[src/sv/plc_pkg.sv]
// ----------------------------------------------------------------------------
// plc_pkg
// Shared constants, opcodes and cell control types for the positional list.
// ----------------------------------------------------------------------------
package plc_pkg;

    localparam int CAPACITY = 16;
    localparam int IDX_W    = $clog2(CAPACITY);
    localparam int CNT_W    = IDX_W + 1;
    localparam int DATA_W   = 32;

    localparam logic [CNT_W-1:0] CAP_COUNT = CNT_W'(CAPACITY);
    localparam logic [4:0]       NO_INDEX  = 5'h1F;

    typedef enum logic [2:0] {
        OP_INSERT     = 3'd0,
        OP_REMOVE_AT  = 3'd1,
        OP_REMOVE_VAL = 3'd2,
        OP_REPLACE    = 3'd3,
        OP_FIND       = 3'd4,
        OP_READ       = 3'd5
    } t_opcode;

    typedef enum logic [1:0] {
        CMD_HOLD,
        CMD_FROM_LEFT,
        CMD_FROM_RIGHT,
        CMD_LOAD
    } t_cell_cmd;

    typedef struct packed {
        t_cell_cmd cmd;
        logic      capture;
    } t_cell_ctrl;

    typedef enum logic {
        S_IDLE,
        S_EXEC
    } t_state;

endpackage

[src/sv/plc_cell.sv]
// ----------------------------------------------------------------------------
// plc_cell
// One list slot: holds an entry, shifts to or from its neighbours, loads a
// new value and registers an equality compare against the search key.
// ----------------------------------------------------------------------------
module plc_cell (
    input  logic                           i_clk,
    input  plc_pkg::t_cell_ctrl            i_ctrl,
    input  logic [plc_pkg::DATA_W-1:0]     i_left,
    input  logic [plc_pkg::DATA_W-1:0]     i_right,
    input  logic [plc_pkg::DATA_W-1:0]     i_elem,
    output logic [plc_pkg::DATA_W-1:0]     o_value,
    output logic                           o_match
);

    logic [plc_pkg::DATA_W-1:0] r_value;
    logic                       r_match;

    always_ff @(posedge i_clk) begin
        case (i_ctrl.cmd)
            plc_pkg::CMD_FROM_LEFT:  r_value <= i_left;
            plc_pkg::CMD_FROM_RIGHT: r_value <= i_right;
            plc_pkg::CMD_LOAD:       r_value <= i_elem;
            default:                 r_value <= r_value;
        endcase
        if (i_ctrl.capture) begin
            r_match <= (r_value == i_elem);
        end
    end

    assign o_value = r_value;
    assign o_match = r_match;

endmodule

[src/sv/positional_list_engine.sv]
// ----------------------------------------------------------------------------
// positional_list_engine
// Bounded ordered list of signed 32-bit values held in a row of cells.
// ----------------------------------------------------------------------------
// Each request passes through an accept and an execute state. In the accept
// cycle every cell compares its entry with the request element and registers
// the match; in the execute cycle the registered match vector is
// priority-encoded and every cell shifts, loads or holds at once to apply the
// operation. The result goes to an output register, so the next request is
// accepted while it waits; no request is taken during the execute cycle. The
// execute cycle waits only when the output register still holds an untaken
// result. Entries above the count are never read.
module positional_list_engine (
    input  logic        i_clk,
    input  logic        i_rst_n,
    input  logic        i_s_axis_tvalid,
    output logic        o_s_axis_tready,
    input  logic [39:0] i_s_axis_tdata,  // opcode[2:0], position[7:3], element[39:8]
    output logic        o_m_axis_tvalid,
    input  logic        i_m_axis_tready,
    // ok[0], data_out[32:1], index_out[37:33], count_out[42:38], is_empty[43], zero pad
    output logic [47:0] o_m_axis_tdata
);

    localparam int N = plc_pkg::CAPACITY;

    plc_pkg::t_state                 r_state, n_state;
    logic [2:0]                      r_op;
    logic [4:0]                      r_pos;
    logic [plc_pkg::DATA_W-1:0]      r_elem;
    logic [plc_pkg::CNT_W-1:0]       r_count, n_count;

    logic                            r_out_valid;
    logic [47:0]                     r_out_data;

    plc_pkg::t_cell_ctrl             w_ctrl [N];
    logic [plc_pkg::DATA_W-1:0]      w_value [N];
    logic [N-1:0]                    w_match;
    logic [plc_pkg::DATA_W-1:0]      w_cell_elem;

    logic                            w_accept;
    logic                            w_slot_free;
    logic                            w_load_out;
    logic [N-1:0]                    w_hits;
    logic                            w_found;
    logic [plc_pkg::IDX_W-1:0]       w_first;
    logic [plc_pkg::IDX_W-1:0]       w_last;
    logic                            w_pos_valid;
    logic [plc_pkg::IDX_W-1:0]       w_pos_idx;
    logic [plc_pkg::IDX_W-1:0]       w_shift_at;

    logic                            w_ok;
    logic [plc_pkg::DATA_W-1:0]      w_data;
    logic [4:0]                      w_index;

    assign w_accept    = i_s_axis_tvalid && o_s_axis_tready;
    assign w_slot_free = !r_out_valid || i_m_axis_tready;
    assign w_pos_valid = (r_pos < r_count);
    assign w_pos_idx   = r_pos[plc_pkg::IDX_W-1:0];
    // compare key comes straight from the request while idle
    assign w_cell_elem = (r_state == plc_pkg::S_IDLE) ? i_s_axis_tdata[39:8] : r_elem;

    genvar g;
    generate
        for (g = 0; g < N; g++) begin : g_cell
            logic [plc_pkg::DATA_W-1:0] w_left;
            logic [plc_pkg::DATA_W-1:0] w_right;
            if (g == 0) begin : g_first
                assign w_left = '0;
            end else begin : g_inner_l
                assign w_left = w_value[g-1];
            end
            if (g == N - 1) begin : g_last
                assign w_right = '0;
            end else begin : g_inner_r
                assign w_right = w_value[g+1];
            end
            plc_cell u_cell (
                .i_clk   (i_clk),
                .i_ctrl  (w_ctrl[g]),
                .i_left  (w_left),
                .i_right (w_right),
                .i_elem  (w_cell_elem),
                .o_value (w_value[g]),
                .o_match (w_match[g])
            );
            assign w_hits[g] = w_match[g] && (plc_pkg::CNT_W'(g) < r_count);
        end
    endgenerate

    // first and last hit over the registered match vector
    always_comb begin
        w_first = '0;
        w_last  = '0;
        for (int i = N - 1; i >= 0; i--) begin
            if (w_hits[i]) begin
                w_first = plc_pkg::IDX_W'(i);
            end
        end
        for (int i = 0; i < N; i++) begin
            if (w_hits[i]) begin
                w_last = plc_pkg::IDX_W'(i);
            end
        end
    end
    assign w_found    = |w_hits;
    assign w_shift_at = (r_op == plc_pkg::OP_REMOVE_VAL) ? w_last : w_pos_idx;

    always_ff @(posedge i_clk) begin
        if (!i_rst_n) begin
            r_state <= plc_pkg::S_IDLE;
        end else begin
            r_state <= n_state;
        end
    end

    always_comb begin
        n_state         = r_state;
        n_count         = r_count;
        o_s_axis_tready = 1'b0;
        w_load_out      = 1'b0;
        w_ok            = 1'b0;
        w_data          = '0;
        w_index         = plc_pkg::NO_INDEX;
        for (int i = 0; i < N; i++) begin
            w_ctrl[i] = '{cmd: plc_pkg::CMD_HOLD, capture: 1'b0};
        end
        case (r_state)
            plc_pkg::S_IDLE: begin
                o_s_axis_tready = 1'b1;
                if (i_s_axis_tvalid) begin
                    for (int i = 0; i < N; i++) begin
                        w_ctrl[i].capture = 1'b1;
                    end
                    n_state = plc_pkg::S_EXEC;
                end
            end
            plc_pkg::S_EXEC: begin
                if (w_slot_free) begin
                    w_load_out = 1'b1;
                    n_state    = plc_pkg::S_IDLE;
                    case (r_op)
                        plc_pkg::OP_INSERT: begin
                            if (r_pos <= r_count && r_count < plc_pkg::CAP_COUNT) begin
                                w_ok    = 1'b1;
                                n_count = r_count + plc_pkg::CNT_W'(1);
                                for (int i = 0; i < N; i++) begin
                                    if (plc_pkg::CNT_W'(i) > r_pos) begin
                                        w_ctrl[i].cmd = plc_pkg::CMD_FROM_LEFT;
                                    end else if (plc_pkg::CNT_W'(i) == r_pos) begin
                                        w_ctrl[i].cmd = plc_pkg::CMD_LOAD;
                                    end
                                end
                            end
                        end
                        plc_pkg::OP_REMOVE_AT, plc_pkg::OP_REMOVE_VAL: begin
                            if (r_op == plc_pkg::OP_REMOVE_AT) begin
                                w_ok = w_pos_valid;
                                if (w_pos_valid) begin
                                    w_data = w_value[w_pos_idx];
                                end
                            end else begin
                                w_ok = w_found;
                                if (w_found) begin
                                    w_index = {1'b0, w_last};
                                end
                            end
                            if (w_ok) begin
                                n_count = r_count - plc_pkg::CNT_W'(1);
                                for (int i = 0; i < N; i++) begin
                                    if (plc_pkg::IDX_W'(i) >= w_shift_at) begin
                                        w_ctrl[i].cmd = plc_pkg::CMD_FROM_RIGHT;
                                    end
                                end
                            end
                        end
                        plc_pkg::OP_REPLACE: begin
                            if (w_pos_valid) begin
                                w_ok = 1'b1;
                                w_ctrl[w_pos_idx].cmd = plc_pkg::CMD_LOAD;
                            end
                        end
                        plc_pkg::OP_FIND: begin
                            if (w_found) begin
                                w_ok    = 1'b1;
                                w_index = {1'b0, w_first};
                            end
                        end
                        plc_pkg::OP_READ: begin
                            if (w_pos_valid) begin
                                w_ok   = 1'b1;
                                w_data = w_value[w_pos_idx];
                            end
                        end
                        default: begin
                        end
                    endcase
                end
            end
            default: begin
                n_state = plc_pkg::S_IDLE;
            end
        endcase
    end

    always_ff @(posedge i_clk) begin
        if (!i_rst_n) begin
            r_count     <= '0;
            r_out_valid <= 1'b0;
        end else begin
            r_count <= n_count;
            if (w_load_out) begin
                r_out_valid <= 1'b1;
            end else if (i_m_axis_tready) begin
                r_out_valid <= 1'b0;
            end
        end
    end

    always_ff @(posedge i_clk) begin
        if (w_accept) begin
            r_op   <= i_s_axis_tdata[2:0];
            r_pos  <= i_s_axis_tdata[7:3];
            r_elem <= i_s_axis_tdata[39:8];
        end
        if (w_load_out) begin
            r_out_data <= {4'b0000, (n_count == '0), n_count, w_index, w_data, w_ok};
        end
    end

    assign o_m_axis_tvalid = r_out_valid;
    assign o_m_axis_tdata  = r_out_data;

    property p_count_bounded;
        @(posedge i_clk) disable iff (!i_rst_n)
        r_count <= plc_pkg::CAP_COUNT;
    endproperty
    a_count_bounded: assert property (p_count_bounded)
        else $error("list count above capacity");

    property p_count_step;
        @(posedge i_clk) disable iff (!i_rst_n)
        (r_state == plc_pkg::S_IDLE) |=> (r_count == $past(r_count));
    endproperty
    a_count_step: assert property (p_count_step)
        else $error("count changed outside the execute cycle");

    property p_exec_delivers;
        @(posedge i_clk) disable iff (!i_rst_n)
        (r_state == plc_pkg::S_EXEC && w_slot_free) |=>
            (r_state == plc_pkg::S_IDLE && r_out_valid);
    endproperty
    a_exec_delivers: assert property (p_exec_delivers)
        else $error("execute cycle did not load a result");

endmodule

[config.mk]
export PLATFORM = sky130hd
export DESIGN_NAME = positional_list_engine
export DESIGN_NICKNAME = d
export VERILOG_FILES = /design/src/sv/plc_pkg.sv /design/src/sv/plc_cell.sv /design/src/sv/positional_list_engine.sv
export SDC_FILE = /design/constraint.sdc
export NUM_CORES = 2
export LEC_CHECK = 0
export BUFFER_PORTS_ARGS = -buffer_cell sky130_fd_sc_hd__buf_2
export CAP_MARGIN = 20
export CORE_MARGIN = 2
export CORE_UTILIZATION = 30
export DETAILED_ROUTE_END_ITERATION = 7
export PLACE_DENSITY_LB_ADDON = 0.12
export SYNTH_ARGS = -nofsm -noshare
export SYNTH_HDL_FRONTEND = slang
export SYNTH_SLANG_ARGS = --single-unit
[constraint.sdc]
create_clock -name i_clk -period 14.1 [get_ports i_clk]
set_clock_uncertainty 0.05 [all_clocks]
set_input_delay 2.115 -clock i_clk [delete_from_list [all_inputs] [get_ports i_clk]]
set_output_delay 2.115 -clock i_clk [all_outputs]
set_load 0.01 [all_outputs]
==> report_table.html <==
<table>
<tr><th>Metric</th><th>Value</th></tr>
<tr><th colspan="2">Detailed routing</th></tr>
<tr><td>Vias after detailed routing</td><td>between 30000 and 40000</td></tr>
<tr><td>Remaining antenna violation count</td><td>0</td></tr>
<tr><td>Number of design rule violations left after detail routing</td><td>0</td></tr>
<tr><td>Number of optimization iterations in the first detailed-route pass</td><td>5</td></tr>
<tr><td>Total Routed Length</td><td>180000 um</td></tr>
<tr><td>Initial DRC Count</td><td>3712</td></tr>
<tr><td>DR WL/cell</td><td>roughly 32 um</td></tr>
<tr><td>Number of vias per cell after detailed routing</td><td>roughly 5.6</td></tr>
<tr><th colspan="2">Setup path</th></tr>
<tr><td>Type of element capturing the critical path</td><td>flop</td></tr>
<tr><td>CP max stage delay</td><td>slightly above 0.9 ns</td></tr>
<tr><td>Maximum fanout along the worst path</td><td>33</td></tr>
<tr><td>Buffers and inverters on the worst path</td><td>2</td></tr>
<tr><td>Critical Path Slowest Stage Cell</td><td>nand2b_2</td></tr>
<tr><td>CP Data Arrival Time</td><td>between 5 and 6 ns</td></tr>
<tr><td>Top Family by Delay on Critical Path</td><td>simple AND/OR/NAND/NOR gates</td></tr>
<tr><td>Type of the worst setup path</td><td>reg -&gt; reg</td></tr>
<tr><td>Worst Setup Start Kind</td><td>flop</td></tr>
<tr><td>Worst-path cell chain</td><td>inv_1 &gt; ha_1 &gt; nor2b_1 &gt; o31ai_1 &gt; a21o_1 &gt; nand2_1 &gt; a211oi_2 &gt; and4_1 &gt; buf_4 &gt; nand2b_2</td></tr>
<tr><td>Data required, critical path</td><td>around 14 ns</td></tr>
<tr><th colspan="2">Layout</th></tr>
<tr><td>Sequential standard cell area</td><td>roughly 19000 um^2</td></tr>
<tr><td>Final cell utilization of the core</td><td>0.342</td></tr>
<tr><td>Layout cells sized above 1</td><td>0.203</td></tr>
<tr><td>Net total in the final layout</td><td>roughly 3800</td></tr>
<tr><td>Multi-input gate area</td><td>about 22000 um^2</td></tr>
<tr><td>Filler cell count in the final layout</td><td>13800</td></tr>
<tr><td>Synthesis-to-layout area growth</td><td>13.1%</td></tr>
<tr><th colspan="2">Clock network</th></tr>
<tr><td>Worst skew pair latency</td><td>about 0.70 ns</td></tr>
<tr><td>Clock tree from TritonCTS</td><td>yes</td></tr>
<tr><td>Sinks on Clock Net</td><td>~620</td></tr>
<tr><td>Setup Buffers After CTS</td><td>0</td></tr>
<tr><td>Number of buffers added by the clock tree synthesis step</td><td>82</td></tr>
<tr><td>Clk root buf</td><td>clkbuf_16</td></tr>
<tr><td>Post-CTS Hold Fix Bufs</td><td>0</td></tr>
<tr><td>Count of cells resized by post-cts repair</td><td>0</td></tr>
<tr><td>Clock Path Buffers</td><td>3</td></tr>
<tr><td>Htree depth</td><td>3</td></tr>
<tr><td>Clock-pin slew reported for the worst setup and hold paths after clock tree synthesis</td><td>about 0.050 ns</td></tr>
<tr><th colspan="2">Die</th></tr>
<tr><td>Floorplan die width</td><td>approximately 380 um</td></tr>
<tr><td>Count of standard-cell rows</td><td>around 140</td></tr>
<tr><td>Initial cell density of the core</td><td>0.302</td></tr>
<tr><td>Total core area</td><td>137000 um^2</td></tr>
<tr><td>Height of the die</td><td>376 um</td></tr>
<tr><td>Die area</td><td>between 100000 and 150000 um^2</td></tr>
<tr><td>Count of boundary I/O pins</td><td>94</td></tr>
<tr><th colspan="2">GRT</th></tr>
<tr><td>Total routing resource utilization after global routing</td><td>0.251</td></tr>
<tr><td>Wire length of the first global-routing pass</td><td>252000 um</td></tr>
<tr><td>Pin count of the biggest net entering global routing</td><td>approximately 110</td></tr>
<tr><td>Number of global-route vias before repair</td><td>between 30000 and 40000</td></tr>
<tr><td>GRT Residual Overflow</td><td>0</td></tr>
<tr><td>Initial antenna violation count</td><td>14</td></tr>
<tr><th colspan="2">STA</th></tr>
<tr><td>Final critical-path required period</td><td>~5.6 ns</td></tr>
<tr><td>Final setup violating endpoints</td><td>0</td></tr>
<tr><td>Final total negative setup slack</td><td>0 ns</td></tr>
<tr><td>Ratio of final minimum period to clock period</td><td>0.398</td></tr>
<tr><td>Unrepaired setup endpoints after global routing</td><td>no</td></tr>
<tr><td>Number of hold violations in the final report</td><td>0</td></tr>
<tr><td>Max-slew violation count</td><td>0</td></tr>
<tr><td>Timing-limited maximum frequency</td><td>around 180 MHz</td></tr>
<tr><td>Actual transition at the worst max-transition pin</td><td>~1.3 ns</td></tr>
<tr><td>Max_slew headroom</td><td>0.158</td></tr>
<tr><th colspan="2">Synth</th></tr>
<tr><td>Main area contributors after synthesis</td><td>edfxtp_1 (44%), xnor2_1 (11%), mux4_2 (8.7%)</td></tr>
<tr><td>Number of enable-type register cells in the synthesized netlist</td><td>slightly above 600</td></tr>
<tr><td>Synthesized area</td><td>between 40000 and 50000 um^2</td></tr>
<tr><td>Netlist cell types</td><td>around 80</td></tr>
<tr><td>Synth Warn #</td><td>0</td></tr>
<tr><td>Post-synthesis cell type with the largest combined area</td><td>edfxtp_1</td></tr>
<tr><td>Main flop type after synthesis</td><td>edfxtp_1</td></tr>
<tr><td>Area share of the leading cell type in the synthesized netlist</td><td>0.443</td></tr>
<tr><td>Share of synthesized area occupied by flip-flops and latches</td><td>0.446</td></tr>
<tr><td>Async set-reset flop share out of synthesis</td><td>0</td></tr>
<tr><td>Number of cells produced by synthesis</td><td>around 3800</td></tr>
<tr><td>Synthesis-stage register bit count</td><td>between 600 and 700</td></tr>
<tr><td>Per-instance average area after synthesis</td><td>between 10 and 15 um^2</td></tr>
<tr><th colspan="2">Pwr</th></tr>
<tr><td>Static Leakage</td><td>roughly 0.015 uW</td></tr>
<tr><td>Max IR drop VDD</td><td>~0.000086 V</td></tr>
<tr><td>Power density relative to cell area</td><td>between 100 and 150 nW/um^2</td></tr>
<tr><th colspan="2">Placement</th></tr>
<tr><td>I/O Buffers</td><td>between 80 and 90</td></tr>
<tr><td>Gpl congestion</td><td>0.949</td></tr>
<tr><td>Half-perimeter wire length after detailed placement</td><td>roughly 130000 um</td></tr>
<tr><th colspan="2">Flow run</th></tr>
<tr><td>Max cap viols</td><td>0</td></tr>
<tr><th colspan="2">Worst hold path</th></tr>
<tr><td>Class of the most critical hold timing path</td><td>reg -&gt; reg</td></tr>
<tr><th colspan="2">Outcome</th></tr>
<tr><td>Outcome</td><td>finished, final reports clean</td></tr>
</table>
[kinds of logic after synthesis]
family / Yosys count / share of synthesized area
AND/OR/NAND/NOR: 848 / 0.0938
AO/OA/AOI/OAI: 766 / 0.104
flip-flops: 619 / 0.446
multiplexers: 612 / 0.204
XOR/XNOR: 515 / 0.109
buffers and inverters: 412 / 0.0413
adder cells (fa/ha/maj): 9 / 0.00265
other: 1 / 0.0000904
[worst min-delay path, cell delays in order (launching register included)]
cell      delay (ns)
dfxtp_1         0.30
nand2b_1        0.09
a21boi_0        0.08
[through the flow]
stage	hold slack, ns	area (um^2)	power (uW)	setup slack (ns)	cells
2_1_floorplan	0.474	41500	2530	7.31	3785
3_3_place_gp	0.459	44400	2850	8.02	5437
3_5_place_dp	0.477	44400	2850	8.04	5437
4_1_cts	0.488	46900	4950	8.53	5587
5_1_grt	0.520	46900	5050	8.24	5587
6_report	0.479	46900	4930	8.48	5588
[routing by layer]
metal	vias to the layer above	track usage	wire, um
met5	-	0	0
met4	0	0.0789	5490
met3	167	0.0323	11700
met2	1222	0.392	82000
met1	16300	0.359	80700
li1	13900	-	-
[power by group]
| group | switching (uW) | internal, uW | leakage, uW |
|---|---|---|---|
| logic | 504 | 255 | 0.00866 |
| registers | 31.4 | 2040 | 0.00553 |
| clock network | 911 | 1190 | 0.00124 |
| total | 1450 | 3480 | 0.0154 |
[cell usage in the layout, fill, tap and decap left out, drive strengths merged, types with 6 or more instances in the layout]
cell / synthesis / routed
nor2b: 38 / 38
mux4: 160 / 160
or2: 6 / 6
nand2: 326 / 326
o211ai: 6 / 6
nor2: 234 / 234
dfxtp: 7 / 7
a22oi: 33 / 33
nor4: 130 / 130
a31oi: 8 / 8
o31ai: 8 / 8
nand4: 39 / 39
a21oi: 223 / 223
o21a: 6 / 6
a211oi: 16 / 16
nand3: 22 / 22
mux2i: 228 / 228
buf: 143 / 191
clkbuf: 190 / 110
nand2b: 10 / 10
nor3: 11 / 11
xnor2: 514 / 514
o21ai: 414 / 414
ha: 8 / 8
mux2: 224 / 224
and2: 13 / 13
clkinv: 0 / 30
edfxtp: 612 / 612
inv: 79 / 83
[cell usage after synthesis, drive strengths merged (6+ instances only)]
cell / number
edfxtp: 612
o21ai: 414
ha: 8
o21a: 6
nor2b: 38
dfxtp: 7
xnor2: 514
a31oi: 8
mux2i: 228
buf: 143
nor3: 11
nand3: 22
nor2: 234
nor4: 130
a22oi: 33
o31ai: 8
inv: 79
and2: 13
nand4: 39
nand2b: 10
o211ai: 6
a211oi: 16
or2: 6
a21oi: 223
mux2: 224
clkbuf: 190
mux4: 160
nand2: 326
[cell type report]
type                            count  share of cell area
Sequential cell                   619               0.395
Antenna cell                        1           0.0000533
Timing Repair Buffer              191              0.0264
Clock inverter                     40             0.00739
Tap cell                         1794              0.0479
Multi-Input combinational cell   2754               0.470
Inverter                           79             0.00632
Clock buffer                      110              0.0471
[path summary, 6_finish.rpt]
path / cells past startpoint / slack [ns] / from / endpoint
worst max-delay path: 10 / 8.48 / r_count[1] / g_cell[0].u_cell.o_value[14]
worst min-delay path: 2 / 0.48 / o_m_axis_tvalid / o_m_axis_tvalid
worst max register to register: 10 / 8.48 / r_count[1] / g_cell[0].u_cell.o_value[14]
worst min register to register: 2 / 0.48 / o_m_axis_tvalid / o_m_axis_tvalid
[registers in the layout (all words and copies together), names as in the netlist]
name,cells
g_cell.u_cell.o_match,16
o_m_axis_tdata,44
r_elem,32
o_m_axis_tvalid,1
r_state,1
g_cell.u_cell.o_value,512
r_pos,5
r_count,5
r_op,3
No activity file was read; power rests on OpenSTA's default activity.
